==> src/hdl/npci_pkg.sv <==
// npci_pkg: types and constants shared by the nearest palette colour index core
// holds request/response payloads, chain item types and the operation codes
// no dependencies
`default_nettype none

package npci_pkg;

   // palette size and derived widths
   localparam int PALETTE_DEPTH = 256;
   localparam int IDX_W         = (PALETTE_DEPTH > 1) ? $clog2(PALETTE_DEPTH) : 1;
   localparam int CHAN_W        = 8;
   localparam int SLOT_W        = 8;
   localparam int COUNT_W       = 9;
   localparam int DIST_W        = 18;
   localparam int SQ_W          = 2 * CHAN_W;
   localparam logic [DIST_W-1:0] MAX_DIST = DIST_W'(3 * 255 * 255);

   // operation codes
   typedef enum logic [0:0] {
      OP_LOAD  = 1'b0,
      OP_PIXEL = 1'b1
   } op_type;

   // request item
   typedef struct packed {
      op_type              op;
      logic [SLOT_W-1:0]   entry_index;
      logic [CHAN_W-1:0]   red;
      logic [CHAN_W-1:0]   green;
      logic [CHAN_W-1:0]   blue;
   } req_payload_type;

   // response item
   typedef struct packed {
      logic [SLOT_W-1:0]   nearest_index;
      logic                index_valid;
      logic [DIST_W-1:0]   best_distance_sq;
   } rsp_payload_type;

   // item handed from cell to cell
   typedef struct packed {
      logic                valid;
      req_payload_type     req;
      logic [SLOT_W-1:0]   best_index;
      logic                best_valid;
      logic [DIST_W-1:0]   best_dist;
   } chain_type;

   // inner stage of a cell: the item plus this cell's candidate distance
   typedef struct packed {
      chain_type           item;
      logic                take;
      logic [DIST_W-1:0]   cand_dist;
   } stage_type;

endpackage

`default_nettype wire

==> src/hdl/npci_cell.sv <==
// npci_cell: one slot of the palette chain, holds one colour entry
// computes the distance to its entry, then keeps the nearer of it and the best so far
// depends on npci_pkg
`default_nettype none

module npci_cell (
   input  wire logic                        clock,
   input  wire logic                        reset,
   input  wire logic                        adv,
   input  wire logic [npci_pkg::IDX_W-1:0]  cell_index,
   input  wire logic [npci_pkg::COUNT_W-1:0] palette_count,
   input  wire npci_pkg::chain_type         chain_i,
   output      npci_pkg::chain_type         chain_o
);
   import npci_pkg::*;

   logic [3*CHAN_W-1:0] entry_ff;
   stage_type           s1_ff;
   stage_type           s1_in;
   chain_type           out_ff;
   chain_type           out_in;

   logic [CHAN_W-1:0]   d_r;
   logic [CHAN_W-1:0]   d_g;
   logic [CHAN_W-1:0]   d_b;
   logic [SQ_W-1:0]     sq_r;
   logic [SQ_W-1:0]     sq_g;
   logic [SQ_W-1:0]     sq_b;
   logic                in_range;
   logic                is_mine;

   // slot match for loads, range check against the active count
   assign is_mine  = ({1'b0, chain_i.req.entry_index} == (SLOT_W + 1)'(cell_index));
   assign in_range = (COUNT_W'(cell_index) < palette_count);

   // entry store, written as a load item passes this cell
   always_ff @(posedge clock) begin
      if (adv && chain_i.valid && chain_i.req.op == OP_LOAD && is_mine) begin
         entry_ff <= {chain_i.req.red, chain_i.req.green, chain_i.req.blue};
      end
   end

   // absolute channel differences and their squares
   always_comb begin
      d_r = (entry_ff[23:16] > chain_i.req.red) ? entry_ff[23:16] - chain_i.req.red
                                                : chain_i.req.red - entry_ff[23:16];
      d_g = (entry_ff[15:8] > chain_i.req.green) ? entry_ff[15:8] - chain_i.req.green
                                                 : chain_i.req.green - entry_ff[15:8];
      d_b = (entry_ff[7:0] > chain_i.req.blue) ? entry_ff[7:0] - chain_i.req.blue
                                               : chain_i.req.blue - entry_ff[7:0];
      sq_r = SQ_W'(d_r) * SQ_W'(d_r);
      sq_g = SQ_W'(d_g) * SQ_W'(d_g);
      sq_b = SQ_W'(d_b) * SQ_W'(d_b);
      s1_in.item      = chain_i;
      s1_in.take      = chain_i.valid && chain_i.req.op == OP_PIXEL && in_range;
      s1_in.cand_dist = DIST_W'(sq_r) + DIST_W'(sq_g) + DIST_W'(sq_b);
   end

   // distance stage register
   always_ff @(posedge clock) begin
      if (reset) begin
         s1_ff.item.valid <= 1'b0;
      end else if (adv) begin
         s1_ff <= s1_in;
      end
   end

   // strict compare keeps the lowest index on a tie
   always_comb begin
      out_in = s1_ff.item;
      if (s1_ff.take && (!s1_ff.item.best_valid || s1_ff.cand_dist < s1_ff.item.best_dist)) begin
         out_in.best_index = SLOT_W'(cell_index);
         out_in.best_valid = 1'b1;
         out_in.best_dist  = s1_ff.cand_dist;
      end
   end

   // compare stage register, handed on to the next cell
   always_ff @(posedge clock) begin
      if (reset) begin
         out_ff.valid <= 1'b0;
      end else if (adv) begin
         out_ff <= out_in;
      end
   end

   assign chain_o = out_ff;

   // the best distance never grows as an item moves through a cell
   a_dist_monotone: assert property (@(posedge clock) disable iff (reset)
      adv && s1_ff.item.valid && s1_ff.item.best_valid
      |=> out_ff.best_valid && out_ff.best_dist <= $past(s1_ff.item.best_dist))
      else $error("best distance grew in a cell");

   // a load for this slot leaves its colour in the entry
   a_load_lands: assert property (@(posedge clock) disable iff (reset)
      adv && chain_i.valid && chain_i.req.op == OP_LOAD && is_mine
      |=> entry_ff == $past({chain_i.req.red, chain_i.req.green, chain_i.req.blue}))
      else $error("palette load did not reach its entry");

   // cells beyond the active count never claim the best
   a_out_of_range: assert property (@(posedge clock) disable iff (reset)
      adv && s1_ff.item.valid && !s1_ff.take
      |=> out_ff.best_index == $past(s1_ff.item.best_index)
          && out_ff.best_dist == $past(s1_ff.item.best_dist))
      else $error("inactive cell changed the best match");

endmodule

`default_nettype wire

==> config.mk <==
export PLATFORM = sky130hd
export DESIGN_NAME = npci_cell
export DESIGN_NICKNAME = d
export VERILOG_FILES = /design/src/hdl/npci_pkg.sv /design/src/hdl/npci_cell.sv
export SDC_FILE = /design/constraint.sdc
export NUM_CORES = 1
export LEC_CHECK = 0
export ABC_AREA = 1
export BUFFER_PORTS_ARGS = -buffer_cell sky130_fd_sc_hd__buf_4
export CAP_MARGIN = 25
export CORE_MARGIN = 1.5
export CORE_UTILIZATION = 40
export DETAILED_ROUTE_END_ITERATION = 12
export GPL_TIMING_DRIVEN = 0
export PLACE_DENSITY_LB_ADDON = 0.05
export SYNTH_ARGS = -nofsm -noshare
export SYNTH_HDL_FRONTEND = slang
export SYNTH_SLANG_ARGS = --single-unit
==> constraint.sdc <==
create_clock -name clock -period 9.7 [get_ports clock]
set_input_delay 2.425 -clock clock [delete_from_list [all_inputs] [get_ports clock]]
set_output_delay 2.425 -clock clock [all_outputs]
set_load 0.01 [all_outputs]
# == Yosys cells after proc, flatten, opt, wreduce, memory -nomap -nowiden ==
# Cells that the tools add are included.
# word_totals
ff_bits,165
elab_cells,53
# op_classes
n_addsub,8
n_mul,3
order_cmp,5
eq_ne,1
muxes,4
bitwise,2
reduce_logical,9
# op_table
cell,n
multiplier 8 x 8 -> 16 bit,3
subtractor 8 bit,6
2-to-1 mux 27 bit,1
> comparator 8 bit,3
2-to-1 mux 8 bit,3
adder 17 x 16 -> 18 bit,1
less-than comparator 18 bit,1
adder 16 x 16 -> 17 bit,1
less-than comparator 8 x 9 -> 1 bit,1
equality test 8 bit,1
logical AND 1 bit,6
NOT 1 bit,2
AND reduction 2 bit,1
logical NOT 1 bit,1
logical OR 1 bit,1

# == Logic depth before layout (Yosys ltp) ==
# depth
depth_word,5
ltp_mapped,37
mapped_depth_nobuf,36

# == Worst setup path before layout ==
# OpenSTA, ideal clock, no wires.
# synth_path
path_kind,input-to-reg
startpoint,in chain_i[27] in the netlist's numbering
endpoint,reg s1_ff[17] in the netlist's numbering (data pin)
setup_ns,0.252
arrival_time_ns,8.685
required_time_ns,9.448
setup_slack_ns,0.763
stages,29
path_buffers,0
cell_sequence,ha_1 -> fa_1 -> o21ai_2 -> nand2_1 -> nand2_1 -> nand2_2 -> inv_2 -> nand2_1 -> nand2_1 -> nor2_1 -> fa_1 -> inv_1 -> fa_1 -> inv_1 -> fa_1 -> fa_1 -> fa_1 -> fa_1 -> inv_1 -> fa_1 -> inv_1 -> ha_1 -> a21oi_1 -> o21ai_0 -> nand2_1 -> nand3_1 -> a21o_1 -> nand2_1 -> nand2_1
# synth_lines
element,line,text
"start, declared",npci_cell.sv:12,"input wire npci_pkg::chain_type chain_i,"
"end signal, assigned",npci_cell.sv:64,s1_ff <= s1_in;
"end, declared",npci_cell.sv:18,stage_type s1_ff;

==> flow_metrics.env <==
export IMPL_status="finished clean"
export IMPL_fin_util_pct=47.5
export IMPL_startpoint="chain_i[27]"
export IMPL_crit_path_end_kind="register"
export IMPL_cp_max_fo=10
export IMPL_firstDrtPassIters=5
export IMPL_final_area_sq_um=16400
export IMPL_hold_path_class="reg2reg"
export IMPL_maxCapViolCount=0
export IMPL_r2r_setup_slack_ns=2.11
export IMPL_num_vias=9753
export IMPL_cp_arrival_ns=9.49
export IMPL_initial_core_util_pct=40.6
export IMPL_max_stage_delay_ns=0.57
export IMPL_clk_latency_ns=0.46
export IMPL_rsz0062_at_grt="false"
export IMPL_cts_tree="yes"
export IMPL_htreeDepth=4
export IMPL_slew_headroom_pct=43.5
export IMPL_met1_usage_pct=23.1
export IMPL_grtUsageMet2_pct=31.7
export IMPL_grt_max_degree=34
export IMPL_rows=68
export IMPL_yosysSeqAreaShare_pct=35.2
export IMPL_die_y_um=190
export IMPL_grt_pass1_vias=10400
export IMPL_synth_warnings=0
export IMPL_min_period_ns=9.27
export IMPL_gp_congestion=0.840
export IMPL_wl_per_cell_um=14.4
export IMPL_routed_wl_um=30400
export IMPL_reg2regPathDepth=29
export IMPL_dp_slack_ns=-0.334
export IMPL_rr_endpoint="s1_ff[17]$_DFFE_PP_"
export IMPL_insertedDiodeCount=0
export IMPL_cp_data_required_time_ns=9.92
export IMPL_routed_via_density=4.63
export IMPL_dieWidth_um=190
export IMPL_grt_usage_pct=18.2
export IMPL_syn_inst=1475
export IMPL_drive_gt1_share_pct=14.5
export IMPL_ios=142
export IMPL_final_cells=2108
export IMPL_io_buffers=141
export IMPL_skew_ns=0.0370
export IMPL_clk_transition_reported_paths_ns=0.08
export IMPL_dp_cells=2075
export IMPL_cts_root_buffer_cell="clkbuf_16"
export IMPL_slew_viol_final=0
export IMPL_post_dp_hpwl_um=24600
export IMPL_finalWorstSetupSlack_ns=0.431
export IMPL_syn_area_sq_um=14000
export IMPL_ant_nets=0
export IMPL_syn_to_final_growth_pct=16.9
export IMPL_synth_seq_cells=165
export IMPL_top_usage_layer="met2"
export IMPL_gr_total_overflow=0
export IMPL_dr_first_iter_drc_count=446
export IMPL_use_met3_pct=3.63
export IMPL_endpoint="s1_ff[17]$_DFFE_PP_"
export IMPL_criticalPathCategory="in2reg"
export IMPL_setup_violations=0
export IMPL_nFillCells=3378
export IMPL_dieArea_sq_um=36200
export IMPL_nets=2004
export IMPL_regToRegStartpoint="entry_ff[0]$_DFFE_PP_"
export IMPL_period_share_pct=95.6
export IMPL_syn_nets=1839
export IMPL_antenna_found_initial=0
export IMPL_avgSynthCellArea_sq_um=9.51
export IMPL_clock_path_buffers=2
export IMPL_fmax_mhz=108
export IMPL_drc_errors=0
export IMPL_hold_viol=0
export IMPL_synthDistinctLibCells=41
export IMPL_start_kind="primary input"
export IMPL_cts_sink_count=165
export IMPL_core_area_sq_um=34500
export IMPL_worstMarginPinSlew_ns=0.845
export IMPL_grt_pass1_wl_um=51100
export IMPL_slowest_stage="fa_1"
export IMPL_placed_area_sq_um=15800
export IMPL_numCtsBuffers=17
[cells in the final DEF, fill, tap and decap left out, drive strengths merged, types with 3 or more instances in the layout]
cell and n:
a211oi 4, a21o 6, a21oi 44, a31oi 3
buf 157, clkbuf 28, clkinvlp 3, edfxtp 163
fa 139, ha 144, inv 365, nand2 312
nand3 63, nand4 7, nor2 122, nor3 4
o21a 6, o21ai 22, o21bai 10, xnor2 9
xor2 28
[Yosys cell counts (all sizes together)]
cell type	instances	share of area (%)
xor2	28	1.7
o21ai	22	0.97
inv	361	9.7
nand3	63	2.2
o22ai	1	0.045
o21a	6	0.32
dfxtp	2	0.29
nand2	312	8.8
nand4	7	0.31
a21o	6	0.32
a21oi	44	1.6
a221oi	1	0.062
o21bai	10	0.53
or2	2	0.089
edfxtp	163	35
xnor2	9	0.56
o2111ai	1	0.062
o211ai	1	0.054
nor2	122	3.4
a211oi	4	0.21
buf	11	0.60
a21boi	1	0.054
ha	144	13
fa	139	20
clkbuf	7	0.19
a31oi	3	0.13
and2	1	0.045
nor3	4	0.18
[through the flow]
step / hold slack, ns / setup TNS (ns)
global placement: 0.401 / -297.87
finish: 0.416 / 0
global route: 0.416 / 0
CTS: 0.415 / 0
detailed placement: 0.405 / -1.76
floorplan: 0.400 / 0
[timing repair]
item                       CTS  global route
setup endpoints to repair    0             7
gates resized for setup      0            15
hold buffers                 0             0
setup buffers                0             1
[worst min-delay path by stage]
| stage | cells past startpoint | endpoint | startpoint | slack (ns) |
|---|---|---|---|---|
| after detailed placement | 0 | chain_o[47]$_DFFE_PP_ | out_in[47]$_DFFE_PP_ | 0.40 |
| after CTS | 0 | chain_o[50]$_DFFE_PP_ | out_in[50]$_DFFE_PP_ | 0.42 |
| final | 0 | chain_o[33]$_DFFE_PP_ | out_in[33]$_DFFE_PP_ | 0.42 |
| after global routing | 0 | chain_o[50]$_DFFE_PP_ | out_in[50]$_DFFE_PP_ | 0.42 |
| after global placement | 0 | chain_o[29]$_DFFE_PP_ | out_in[29]$_DFFE_PP_ | 0.40 |
| after floorplan | 0 | chain_o[27]$_DFFE_PP_ | out_in[27]$_DFFE_PP_ | 0.40 |
[area by class of cell]
type | instances | area, sq um | share of cell area [%]
multi-input combinational | 931 | 7680 | 46.8
sequential | 165 | 4930 | 30.1
inverter | 361 | 1360 | 8.28
timing repair buffer | 146 | 1150 | 6.99
tap | 455 | 569 | 3.47
clock buffer | 21 | 460 | 2.81
clock inverter | 11 | 140 | 0.854
buffer | 18 | 110 | 0.671
[worst max-delay path: cells and delay by family]
family / cells / cell delay, ns
and+or+nand+nor: 10 / 1.29
adders and majority gates: 9 / 4.28
AOI/OAI and AO/OA: 3 / 0.53
buffers and inverters: 9 / 0.94
[logic make-up (layout without fill, tap and decap cells)]
logic type | after synthesis | in the layout | share of synthesized area, %
buffers and inverters | 379 | 557 | 10.4
adders and majority gates | 283 | 283 | 32.7
and+or+nand+nor | 511 | 511 | 15.0
AOI/OAI and AO/OA | 100 | 100 | 4.37
xor gates and xnor gates | 37 | 37 | 2.31
DFF | 165 | 165 | 35.2
[flip-flops by register name (all words and copies together) (netlist names)]
| name | count |
|---|---|
| chain_o | 61 |
| entry_ff | 24 |
| out_in | 34 |
| s1_ff | 46 |
[per-layer routing]
metal | routed length [um] | part of all wire (%) | vias up
met3 | 1260 | 4.1 | 16
met1 | 14100 | 46 | 4679
met4 | 333 | 1.1 | 0
met2 | 14700 | 48 | 169
met5 | 0 | 0 | -
li1 | - | - | 4889
Power is left out: the tool's default activity adds up to more than one toggle a clock period on the data nets, which glitch-free logic cannot reach.
